[config.mk]
export PLATFORM = sky130hd
export DESIGN_NAME = adsr_envelope_flat
export DESIGN_NICKNAME = d
export VERILOG_FILES = /design/src/design/adsr_pkg.sv /design/src/design/adsr_in_if.sv /design/src/design/adsr_out_if.sv /design/src/design/adsr_cfg_if.sv /design/src/design/adsr_cfg.sv /design/src/design/adsr_core.sv /design/src/design/adsr_envelope.sv /design/src/flat_wrapper.sv
export SDC_FILE = /design/constraint.sdc
export NUM_CORES = 2
export LEC_CHECK = 0
export ABC_AREA = 0
export ABC_CLOCK_PERIOD_IN_PS = 12900
export BUFFER_PORTS_ARGS = -buffer_cell sky130_fd_sc_hd__buf_2
export CAP_MARGIN = 20
export CORE_ASPECT_RATIO = 0.8
export CORE_MARGIN = 1
export CORE_UTILIZATION = 60
export DETAILED_ROUTE_END_ITERATION = 10
export GPL_ROUTABILITY_DRIVEN = 0
export PLACE_DENSITY = 0.89
export SETUP_SLACK_MARGIN = 0.1
export SLEW_MARGIN = 20
export SYNTH_ARGS = -nofsm -noshare
export SYNTH_HDL_FRONTEND = slang
export SYNTH_SLANG_ARGS = --single-unit
[constraint.sdc]
create_clock -name clk -period 12.9 [get_ports clk]
set_clock_uncertainty 0.05 [all_clocks]
set_input_delay 3.87 -clock clk [delete_from_list [all_inputs] [get_ports clk]]
set_output_delay 3.87 -clock clk [all_outputs]
set_load 0.02 [all_outputs]
[src/design/adsr_pkg.sv]
package adsr_pkg;

  localparam int FRACTION_BITS = 24;
  localparam int LEVEL_W = FRACTION_BITS + 1;

  localparam logic [LEVEL_W-1:0] ONE_LEVEL = LEVEL_W'(1) << FRACTION_BITS;
  localparam logic [LEVEL_W-1:0] RATE_RESET = LEVEL_W'(699);

  typedef enum logic [1:0] {
    PH_ATTACK,
    PH_DECAY,
    PH_SUSTAIN,
    PH_RELEASE
  } phase_t;

  typedef enum logic [1:0] {
    REG_ATTACK_STEP,
    REG_DECAY_RATE,
    REG_SUSTAIN_LEVEL,
    REG_RELEASE_RATE
  } cfg_reg_t;

  typedef struct packed {
    logic [LEVEL_W-1:0] attack_step;
    logic [LEVEL_W-1:0] decay_step;
    logic [LEVEL_W-1:0] sustain_level;
    logic [LEVEL_W-1:0] release_rate;
  } cfg_t;

  function automatic logic [LEVEL_W-1:0] clamp_one(input logic [LEVEL_W-1:0] v);
    return (v > ONE_LEVEL) ? ONE_LEVEL : v;
  endfunction

  // floor(a * b) in fraction units, raised to one unit when that is zero and both factors are nonzero
  function automatic logic [LEVEL_W-1:0] scale_step(input logic [LEVEL_W-1:0] a,
                                                    input logic [LEVEL_W-1:0] b);
    logic [2*LEVEL_W-1:0] prod;
    logic [LEVEL_W-1:0]   r;
    prod = (2*LEVEL_W)'(a) * (2*LEVEL_W)'(b);
    r = prod[FRACTION_BITS +: LEVEL_W];
    if (r == '0 && a != '0 && b != '0) begin
      r = LEVEL_W'(1);
    end
    return r;
  endfunction

endpackage

[src/design/adsr_in_if.sv]
interface adsr_in_if;
  logic valid;
  logic ready;
  logic gate;

  modport source (output valid, output gate, input ready);
  modport sink (input valid, input gate, output ready);
endinterface

[src/design/adsr_out_if.sv]
interface adsr_out_if;
  logic                         valid;
  logic                         ready;
  logic [adsr_pkg::LEVEL_W-1:0] level;
  logic [1:0]                   phase;

  modport source (output valid, output level, output phase, input ready);
  modport sink (input valid, input level, input phase, output ready);
endinterface

[src/design/adsr_cfg_if.sv]
interface adsr_cfg_if;
  logic                         valid;
  logic                         ready;
  logic [1:0]                   index;
  logic [adsr_pkg::LEVEL_W-1:0] data;

  modport source (output valid, output index, output data, input ready);
  modport sink (input valid, input index, input data, output ready);
endinterface

[src/design/adsr_cfg.sv]
module adsr_cfg (
  input  logic             clk,
  input  logic             rst,
  adsr_cfg_if.sink         cfg,
  output adsr_pkg::cfg_t   regs
);

  logic [adsr_pkg::LEVEL_W-1:0] attack_step;
  logic [adsr_pkg::LEVEL_W-1:0] decay_rate;
  logic [adsr_pkg::LEVEL_W-1:0] sustain_level;
  logic [adsr_pkg::LEVEL_W-1:0] release_rate;
  logic [adsr_pkg::LEVEL_W-1:0] decay_step;
  logic [adsr_pkg::LEVEL_W-1:0] decay_step_next;
  logic [adsr_pkg::LEVEL_W-1:0] wr_value;
  logic [adsr_pkg::LEVEL_W-1:0] mul_a;
  logic [adsr_pkg::LEVEL_W-1:0] mul_b;
  adsr_pkg::cfg_reg_t           wr_reg;
  logic                         wr_en;

  assign cfg.ready = 1'b1;
  assign wr_en     = cfg.valid && cfg.ready;
  assign wr_reg    = adsr_pkg::cfg_reg_t'(cfg.index);
  assign wr_value  = adsr_pkg::clamp_one(cfg.data);

  // decay step is (1 - sustain) * decay_rate, taken with the value being written
  always_comb begin
    if (wr_reg == adsr_pkg::REG_SUSTAIN_LEVEL) begin
      mul_a = adsr_pkg::ONE_LEVEL - wr_value;
      mul_b = decay_rate;
    end else begin
      mul_a = adsr_pkg::ONE_LEVEL - sustain_level;
      mul_b = wr_value;
    end
    decay_step_next = adsr_pkg::scale_step(mul_a, mul_b);
  end

  always_ff @(posedge clk) begin
    if (rst) begin
      attack_step   <= adsr_pkg::RATE_RESET;
      decay_rate    <= adsr_pkg::RATE_RESET;
      sustain_level <= adsr_pkg::ONE_LEVEL;
      release_rate  <= adsr_pkg::RATE_RESET;
      decay_step    <= '0;
    end else if (wr_en) begin
      unique case (wr_reg)
        adsr_pkg::REG_ATTACK_STEP: begin
          attack_step <= wr_value;
        end
        adsr_pkg::REG_DECAY_RATE: begin
          decay_rate <= wr_value;
          decay_step <= decay_step_next;
        end
        adsr_pkg::REG_SUSTAIN_LEVEL: begin
          sustain_level <= wr_value;
          decay_step    <= decay_step_next;
        end
        adsr_pkg::REG_RELEASE_RATE: begin
          release_rate <= wr_value;
        end
        default: begin
        end
      endcase
    end
  end

  assign regs.attack_step   = attack_step;
  assign regs.decay_step    = decay_step;
  assign regs.sustain_level = sustain_level;
  assign regs.release_rate  = release_rate;

endmodule

[src/design/adsr_core.sv]
module adsr_core (
  input  logic                         clk,
  input  logic                         rst,
  input  logic                         advance,
  input  logic                         gate,
  input  adsr_pkg::cfg_t               regs,
  output logic [adsr_pkg::LEVEL_W-1:0] level,
  output adsr_pkg::phase_t             phase
);

  adsr_pkg::phase_t             current_phase;
  adsr_pkg::phase_t             current_phase_next;
  logic [adsr_pkg::LEVEL_W-1:0] current_level;
  logic [adsr_pkg::LEVEL_W-1:0] current_level_next;
  logic [adsr_pkg::LEVEL_W-1:0] release_decrement;
  logic [adsr_pkg::LEVEL_W-1:0] release_decrement_next;
  logic                         previous_gate;
  adsr_pkg::phase_t             edge_phase;
  logic [adsr_pkg::LEVEL_W-1:0] edge_level;

  always_comb begin
    edge_phase             = current_phase;
    edge_level             = current_level;
    release_decrement_next = release_decrement;
    if (gate && !previous_gate) begin
      edge_phase = adsr_pkg::PH_ATTACK;
      edge_level = '0;
    end else if (!gate && previous_gate) begin
      edge_phase             = adsr_pkg::PH_RELEASE;
      release_decrement_next = adsr_pkg::scale_step(current_level, regs.release_rate);
    end

    current_phase_next = edge_phase;
    current_level_next = edge_level;
    unique case (edge_phase)
      adsr_pkg::PH_ATTACK: begin
        if (edge_level >= adsr_pkg::ONE_LEVEL) begin
          current_phase_next = adsr_pkg::PH_DECAY;
          current_level_next = adsr_pkg::ONE_LEVEL;
        end else if (adsr_pkg::ONE_LEVEL - edge_level <= regs.attack_step) begin
          current_level_next = adsr_pkg::ONE_LEVEL;
        end else begin
          current_level_next = edge_level + regs.attack_step;
        end
      end
      adsr_pkg::PH_DECAY: begin
        if (edge_level <= regs.sustain_level) begin
          current_phase_next = adsr_pkg::PH_SUSTAIN;
          current_level_next = regs.sustain_level;
        end else if (edge_level - regs.sustain_level <= regs.decay_step) begin
          current_level_next = regs.sustain_level;
        end else begin
          current_level_next = edge_level - regs.decay_step;
        end
      end
      adsr_pkg::PH_SUSTAIN: begin
      end
      adsr_pkg::PH_RELEASE: begin
        if (edge_level <= release_decrement_next) begin
          current_level_next = '0;
        end else begin
          current_level_next = edge_level - release_decrement_next;
        end
      end
      default: begin
      end
    endcase
  end

  always_ff @(posedge clk) begin
    if (rst) begin
      current_phase     <= adsr_pkg::PH_RELEASE;
      current_level     <= '0;
      release_decrement <= '0;
      previous_gate     <= 1'b0;
    end else if (advance) begin
      current_phase     <= current_phase_next;
      current_level     <= current_level_next;
      release_decrement <= release_decrement_next;
      previous_gate     <= gate;
    end
  end

  assign level = current_level;
  assign phase = current_phase;

  a_level_in_range: assert property (@(posedge clk) disable iff (rst)
    current_level <= adsr_pkg::ONE_LEVEL)
    else $error("envelope level above full scale");

  a_hold_when_stalled: assert property (@(posedge clk) disable iff (rst)
    !advance |=> $stable(current_level) && $stable(current_phase))
    else $error("envelope moved without an accepted beat");

  a_attack_restart: assert property (@(posedge clk) disable iff (rst)
    (advance && gate && !previous_gate) |=>
      current_phase == adsr_pkg::PH_ATTACK && current_level == $past(regs.attack_step))
    else $error("rising gate did not restart attack from zero");

  a_release_falls: assert property (@(posedge clk) disable iff (rst)
    (advance && !gate && current_phase == adsr_pkg::PH_RELEASE) |=>
      current_level <= $past(current_level))
    else $error("level rose during release");

endmodule

[src/design/adsr_envelope.sv]
// Linear ADSR envelope generator.
// sample: one beat per sample tick carrying the gate level (1 = key held).
// result: one beat per sample beat carrying the level after that tick
//   (Q1.24, 16777216 = full scale) and the phase (attack, decay, sustain,
//   release).
// cfg: register writes, index 0 attack_step, 1 decay_rate, 2 sustain_level,
//   3 release_rate; data above full scale is clamped. cfg.ready is always high.
//   Write only while no sample beat is in flight.
// Path: an accepted sample beat waits in the input register; when the output
//   is free the core registers its update and out_valid, offering the result.
// Throughput: one sample beat per cycle while result is not held; the envelope update is a single
//   registered pass with one 25x25 multiply on the falling-gate path.
// Reset: the envelope sits silent in release at level zero and registers
//   return to their defaults (rates 699, sustain at full scale).
// Stall: while result is held, the pending result stays put, one further
//   sample beat is taken into the input register and then sample.ready drops.
module adsr_envelope (
  input  logic        clk,
  input  logic        rst,
  adsr_in_if.sink     sample,
  adsr_out_if.source  result,
  adsr_cfg_if.sink    cfg
);

  adsr_pkg::cfg_t               regs;
  logic                         in_valid;
  logic                         in_gate;
  logic                         out_valid;
  logic                         advance;
  logic [adsr_pkg::LEVEL_W-1:0] level;
  adsr_pkg::phase_t             phase;

  assign advance      = in_valid && (!out_valid || result.ready);
  assign sample.ready = !in_valid || advance;

  always_ff @(posedge clk) begin
    if (rst) begin
      in_valid  <= 1'b0;
      out_valid <= 1'b0;
    end else begin
      if (sample.ready) begin
        in_valid <= sample.valid;
      end
      out_valid <= advance || (out_valid && !result.ready);
    end
  end

  always_ff @(posedge clk) begin
    if (sample.valid && sample.ready) begin
      in_gate <= sample.gate;
    end
  end

  adsr_cfg u_cfg (
    .clk  (clk),
    .rst  (rst),
    .cfg  (cfg),
    .regs (regs)
  );

  adsr_core u_core (
    .clk     (clk),
    .rst     (rst),
    .advance (advance),
    .gate    (in_gate),
    .regs    (regs),
    .level   (level),
    .phase   (phase)
  );

  assign result.valid = out_valid;
  assign result.level = level;
  assign result.phase = 2'(phase);

endmodule
[src/flat_wrapper.sv]
// flat-port wrapper written by rule: the top's interface ports become plain ports
module adsr_envelope_flat 
  (clk, rst, sample_valid, sample_gate, sample_ready, result_valid, result_level, result_phase, result_ready, cfg_valid, cfg_index, cfg_data, cfg_ready);
  adsr_in_if sample_i ();
  adsr_out_if result_i ();
  adsr_cfg_if cfg_i ();
  input  logic clk;
  input  logic rst;
  input wire logic [$bits(sample_i.valid)-1:0] sample_valid;
  input wire logic [$bits(sample_i.gate)-1:0] sample_gate;
  output wire logic [$bits(sample_i.ready)-1:0] sample_ready;
  output wire logic [$bits(result_i.valid)-1:0] result_valid;
  output wire logic [$bits(result_i.level)-1:0] result_level;
  output wire logic [$bits(result_i.phase)-1:0] result_phase;
  input wire logic [$bits(result_i.ready)-1:0] result_ready;
  input wire logic [$bits(cfg_i.valid)-1:0] cfg_valid;
  input wire logic [$bits(cfg_i.index)-1:0] cfg_index;
  input wire logic [$bits(cfg_i.data)-1:0] cfg_data;
  output wire logic [$bits(cfg_i.ready)-1:0] cfg_ready;
  assign sample_i.valid = sample_valid;
  assign sample_i.gate = sample_gate;
  assign sample_ready = sample_i.ready;
  assign result_valid = result_i.valid;
  assign result_level = result_i.level;
  assign result_phase = result_i.phase;
  assign result_i.ready = result_ready;
  assign cfg_i.valid = cfg_valid;
  assign cfg_i.index = cfg_index;
  assign cfg_i.data = cfg_data;
  assign cfg_ready = cfg_i.ready;
  adsr_envelope u_core (.clk(clk), .rst(rst), .sample(sample_i), .result(result_i), .cfg(cfg_i));
endmodule
Yosys cells after proc, flatten, opt, wreduce, memory -nomap -nowiden
Index checks and enable logic that the tools add are counted.

Register bits after elaboration: 181. Memories kept: 0. Word-level logic and storage cells: 82. Output and inout port bits: 30. Memory bits (writable): 0. Input port bits: 33. Bits in latches: 0. ROM bits: 0.

$mul: 2. Shifts and indexed selects: 0. Magnitude comparators: 6. Muxes and demuxes: 19. Reduce and logical (&&, ||, !) cells: 31. $add $sub $neg: 7. Divide/modulo/power cells: 0. Equal/unequal tests: 5. Bitwise operators: 0.

Operators by type and width (number): $mux W25 (13); $le A25 B25 Y1 (4); $reduce_bool A25 Y1 (4); $mul A25 B25 Y49 (2); $pmux W25 S3 (1); $sub A25 B25 Y25 (3); $sub A25 B25 Y25 const A (3); $logic_not A25 Y1 (2); $add A25 B25 Y25 (1); $ge A25 B25 Y1 const B (1); $gt A25 B25 Y1 const B (1); $reduce_and A2 Y1 (5); $logic_and A1 B1 Y1 (9); $mux W2 (4); $eq A2 B2 Y1 const B (3); $logic_not A1 Y1 (5); $eq A2 B1 Y1 const B (2); $logic_not A2 Y1 (2); $pmux W2 S2 (1); $logic_or A1 B1 Y1 (3); $reduce_or A2 Y1 (1).

Logic depth before layout (Yosys ltp)
Word-level depth: 10. Gate-level depth with buffers: 46.

Modules after synthesis
Synthesis repeated with hierarchy kept, for this count alone.

Cells, all modules: 6767. Area, all modules: 55704.7 µm².

Modules (own cells, without submodules): adsr_core (instances 1, sequential area each 1061.0 µm², cells an instance 3639, area an instance 29698.5 µm²); adsr_cfg (instances 1, sequential area each 2502.4 µm², cells an instance 3117, area an instance 25872.3 µm²); adsr_envelope (instances 1, sequential area each 70.1 µm², cells an instance 11, area an instance 133.9 µm²).

Worst setup path after synthesis
No wires, ideal clock.

Path kind: input-to-reg. Start: in cfg_index[0]. End: reg u_core.u_cfg.decay_step[0] (netlist name). Library setup time: 0.084 ns. Setup slack: -0.918 ns. Data arrival time: 13.683 ns. Stages on the path: 42. Cell sequence: inv_1 ha_1 buf_4 buf_4 buf_6 inv_1 buf_2 clkbuf_1 nor2_1 a21oi_1 ha_1 and3_1 nand4_2 or4_1 o2111ai_1 a21boi_2 clkbuf_1 nand2_1 [6 not listed] fa_1 inv_1 fa_1 fa_1 inv_1 fa_1 ha_1 a21oi_1 o21ai_0 a221oi_1 and4_1 o21ai_1 a31oi_1 o21ai_1 a21oi_1 xnor2_1 or4bb_1 o31ai_2.

Longest elaborated chain between the ends: 7. Elaborated cells between the ends (all ways): 13. Classes of those cells: 1 x mul; 2 x eq/ne; 3 x mux; 7 x reduce/logical.

Ends and longest elaborated chain: start, declared (line flat_wrapper.sv:17) `input wire logic [$bits(cfg_i.index)-1:0] cfg_index;`; $eq A2 B2 Y1 (line adsr_cfg.sv:27, adsr_cfg.sv:45); $mux W25 (line adsr_cfg.sv:27) `if (wr_reg == adsr_pkg::REG_SUSTAIN_LEVEL) begin`; $mul A25 B25 Y49 (line adsr_pkg.sv:39) `prod = (2*LEVEL_W)'(a) * (2*LEVEL_W)'(b);`; $logic_not A25 Y1 (line adsr_pkg.sv:41) `if (r == '0 && a != '0 && b != '0) begin`; $logic_and A1 B1 Y1 (2 in series) (line adsr_pkg.sv:41); $mux W25 (line adsr_pkg.sv:41); end signal, assigned (line adsr_cfg.sv:51) `decay_step <= decay_step_next;`; end signal, assigned (line adsr_cfg.sv:55) `decay_step <= decay_step_next;`; end, declared (line adsr_cfg.sv:12) `logic [adsr_pkg::LEVEL_W-1:0] decay_step;`.

Parallel ways exist; a longest one is shown, timed or not. A chain may end at the register's enable or synchronous reset.

Worst setup path after layout
Start: in cfg_data[0]. End: reg u_core.u_cfg.decay_step[0] (netlist name).

Longest elaborated chain between the ends: 9. Elaborated cells between the ends (all ways): 12. Classes of those cells: 1 x add/sub; 1 x mul; 1 x order compare; 4 x mux; 5 x reduce/logical.

Ends and longest elaborated chain: start, declared (line flat_wrapper.sv:18) `input wire logic [$bits(cfg_i.data)-1:0] cfg_data;`; $gt A25 B25 Y1 (line adsr_pkg.sv:31) `return (v > ONE_LEVEL) ? ONE_LEVEL : v;`; $mux W25 * (line adsr_pkg.sv:31); $sub A25 B25 Y25 (line adsr_cfg.sv:28) `mul_a = adsr_pkg::ONE_LEVEL - wr_value;`; $mux W25 (line adsr_cfg.sv:27); $mul A25 B25 Y49 (line adsr_pkg.sv:39); $logic_not A25 Y1 (line adsr_pkg.sv:41); $logic_and A1 B1 Y1 (2 in series) (line adsr_pkg.sv:41); $mux W25 * (line adsr_pkg.sv:41).

Mark *: on every way between the ends. The rest lies on a longest branch, timed or not.

==> impl_metrics.env <==
export IMPL_outcome="complete, but fails checks"
export IMPL_violations="DRC"
export IMPL_drtIter0Drc=7334
export IMPL_htree_levels=4
export IMPL_grt_pass1_wl_um=277000
export IMPL_start_util=0.609
export IMPL_met2_usage=0.569
export IMPL_hp_class="reg -> reg"
export IMPL_worst_pin_slew_ns=1.08
export IMPL_grtUsageMet3=0.148
export IMPL_io_pins=63
export IMPL_io_buffers=61
export IMPL_post_route_min_period_ns=12.88
export IMPL_drtPass1Iterations=11
export IMPL_arrival_ns=13.22
export IMPL_async_reset_ff_frac=0
export IMPL_cts_tree="built"
export IMPL_routed_wl_um=180000
export IMPL_clkTransAtPathRegs_ns=0.08
export IMPL_synthCells=6581
export IMPL_die_h_um=272
export IMPL_grtUsageTotal=0.384
export IMPL_syn_area_sq_mm=0.0548
export IMPL_final_max_slew_violation_count=0
export IMPL_crit_top_cell="fa_1"
export IMPL_ant_nets=0
export IMPL_worstSkewPairLatency_ns=0.48
export IMPL_vias=50016
export IMPL_met1_usage=0.497
export IMPL_clock_sinks=181
export IMPL_ys_seq_area_frac=0.0664
export IMPL_final_hold_viol_count=0
export IMPL_clock_root_buffer="clkbuf_16"
export IMPL_timing_worst_setup_path_type="in -> reg"
export IMPL_clk_path_buf_depth=2
export IMPL_drive_gt1_frac=0.112
export IMPL_setup_violations=0
export IMPL_max_cap_violations=0
export IMPL_relSlewSlack=0.276
export IMPL_synth_distinct_cells=102
export IMPL_slowest_stage="fa_1"
export IMPL_crit_path_max_incr_delay_ns=0.58
export IMPL_grt_max_degree=77
export IMPL_fp_dieW_um=340
export IMPL_syn_nets=8174
export IMPL_fmax_ghz=0.0776
export IMPL_rows=98
export IMPL_synth_edf_count=1
export IMPL_hpwl_um=142000
export IMPL_crit_path_max_fanout=6
export IMPL_synth_avg_cell_area_sq_um=8.32
export IMPL_start_kind="primary input"
export IMPL_grt_pass1_vias=51884
export IMPL_synth_flop_cell="dfxtp_1"
export IMPL_core_area_sq_mm=0.0899
export IMPL_die_area_sq_mm=0.0925
export IMPL_wl_per_cell_um=22.5
export IMPL_dpl_cell_area_sq_mm=0.0590
export IMPL_ys_warn_count=0
export IMPL_viasPerCell=6.25
export IMPL_grt_overflow_total=0
export IMPL_fin_crit_sh=0.999
export IMPL_cts_buffers=17
export IMPL_final_area_sq_mm=0.0604
export IMPL_antenna_found_initial=10
export IMPL_end_kind="flop"
export IMPL_crit_required_ns=13.24
export IMPL_ys_seq_elements=181
export IMPL_ctsHoldBuffers=0
export IMPL_syn2layout_area_growth_pct=10.3
export IMPL_drc=10
export IMPL_fin_nets=8377
export IMPL_top_usage_layer="met2"
==> layout by cell type, fill, tap and decap left out, types with 42 or more instances in the layout <==
cell type,count
a21o_1,84
a21oi_1,256
and2_1,384
buf_2,59
buf_4,421
dfxtp_1,165
fa_1,1042
ha_1,494
inv_1,1222
mux2i_1,42
nand2_1,1017
nand3_1,46
nor2_1,442
nor2b_1,58
nor3_1,58
o21ai_0,88
xnor2_1,117
xor2_1,62
==> final timing paths <==
path / from / endpoint / slack, ns / cells past startpoint
setup reg to reg: u_core.u_core.level[19] / u_core.u_core.level[13] / 0.35 / 41
hold / removal: u_core.u_cfg.decay_step[22] / u_core.u_cfg.decay_step[22] / 0.41 / 2
setup / recovery: cfg_data[0] / u_core.u_cfg.decay_step[0] / 0.02 / 35
hold reg to reg: u_core.u_cfg.decay_step[22] / u_core.u_cfg.decay_step[22] / 0.41 / 2
==> synth_stat cells (16+ instances only) <==
master	count	share of area
nor2b_1	64	0.0073
a31oi_1	18	0.0021
a21oi_1	271	0.025
xor2_1	68	0.011
nand4_1	35	0.0040
o21ai_1	16	0.0015
a221oi_1	18	0.0029
a211oi_1	40	0.0055
clkbuf_1	307	0.021
nor2_1	451	0.031
nand3_1	47	0.0043
and3_1	24	0.0027
or3_1	19	0.0022
xnor2_1	121	0.019
ha_1	508	0.12
o21bai_1	23	0.0032
fa_1	1052	0.38
nand2b_1	40	0.0046
dfxtp_1	180	0.066
o21ai_0	99	0.0090
a21o_1	84	0.012
nor3_1	63	0.0058
a221o_1	16	0.0029
a211o_1	28	0.0045
inv_1	1228	0.084
o21a_1	28	0.0038
and2_1	386	0.044
nand2_1	1033	0.071
mux2i_1	45	0.0082
nor4_1	36	0.0041
==> worst max-delay path: cells and delay by family <==
kind,cells,cell delay (ns)
xor gates and xnor gates,1,0.28
buffers and inverters,9,1.30
and+or+nand+nor,10,2.45
adders and majority gates,8,3.95
AOI/OAI and AO/OA,7,1.30
==> stage by stage <==
stage,hold slack (ns),instances,util,TNS [ns],setup slack (ns)
finish,0.407,8000,0.672,0,0.0167
global route,0.425,7999,0.672,-0.0484,-0.0484
CTS,0.407,7977,0.663,0,0.119
detailed placement,0.397,7944,0.657,-0.555,-0.555
global placement,0.390,7944,0.657,-0.135,-0.135
floorplan,0.381,6581,-,0,0.108
==> timing repair <==
| action | in CTS | in global routing |
|---|---|---|
| buffers inserted | 1 | 17 |
| endpoints found under the setup margin | 1 | 26 |
| pin swaps | 0 | 68 |
| cloned | 0 | 3 |
| resized for setup | 5 | 137 |
==> per-layer routing <==
layer | part of all wire | vias to the layer above
met5 | 0.0017 | -
met4 | 0.062 | 18
met3 | 0.17 | 1082
met2 | 0.42 | 4132
met1 | 0.35 | 24045
li1 | - | 20739
==> logic make-up after synthesis <==
| family | Yosys count | share of synthesized area |
|---|---|---|
| muxes | 56 | 0.0106 |
| and+or+nand+nor | 2263 | 0.191 |
| xor gates and xnor gates | 191 | 0.0308 |
| DFF | 181 | 0.0664 |
| AOI/OAI and AO/OA | 770 | 0.0924 |
| adders and majority gates | 1560 | 0.501 |
| buffers and inverters | 1559 | 0.108 |
| other | 1 | 0.0000685 |
==> layout make-up <==
class / instances / area [sq um]
timing repair buffer: 513 / 4000
multi-input combinational: 4842 / 46100
clock inverter: 14 / 136
tap: 1200 / 1500
clock buffer: 18 / 429
fill: 6350 / 29500
inverter: 1229 / 4620
sequential: 181 / 3650
antenna: 3 / 7.51
==> flip-flops by register name (all words and copies together), names as in the netlist <==
name / flops
u_core.u_core.release_decrement: 25
u_core.u_cfg.sustain_level: 25
u_core.u_core.phase: 2
u_core.u_cfg.release_rate: 25
u_core.u_cfg.decay_step: 25
u_core.u_core.previous_gate: 1
u_core.result.valid: 1
u_core.u_core.level: 25
u_core.in_gate: 1
u_core.u_cfg.decay_rate: 25
u_core.in_valid: 1
u_core.u_cfg.attack_step: 25
Power is left out: the tool's default activity adds up to more than one toggle a clock period on the data nets, which glitch-free logic cannot reach.
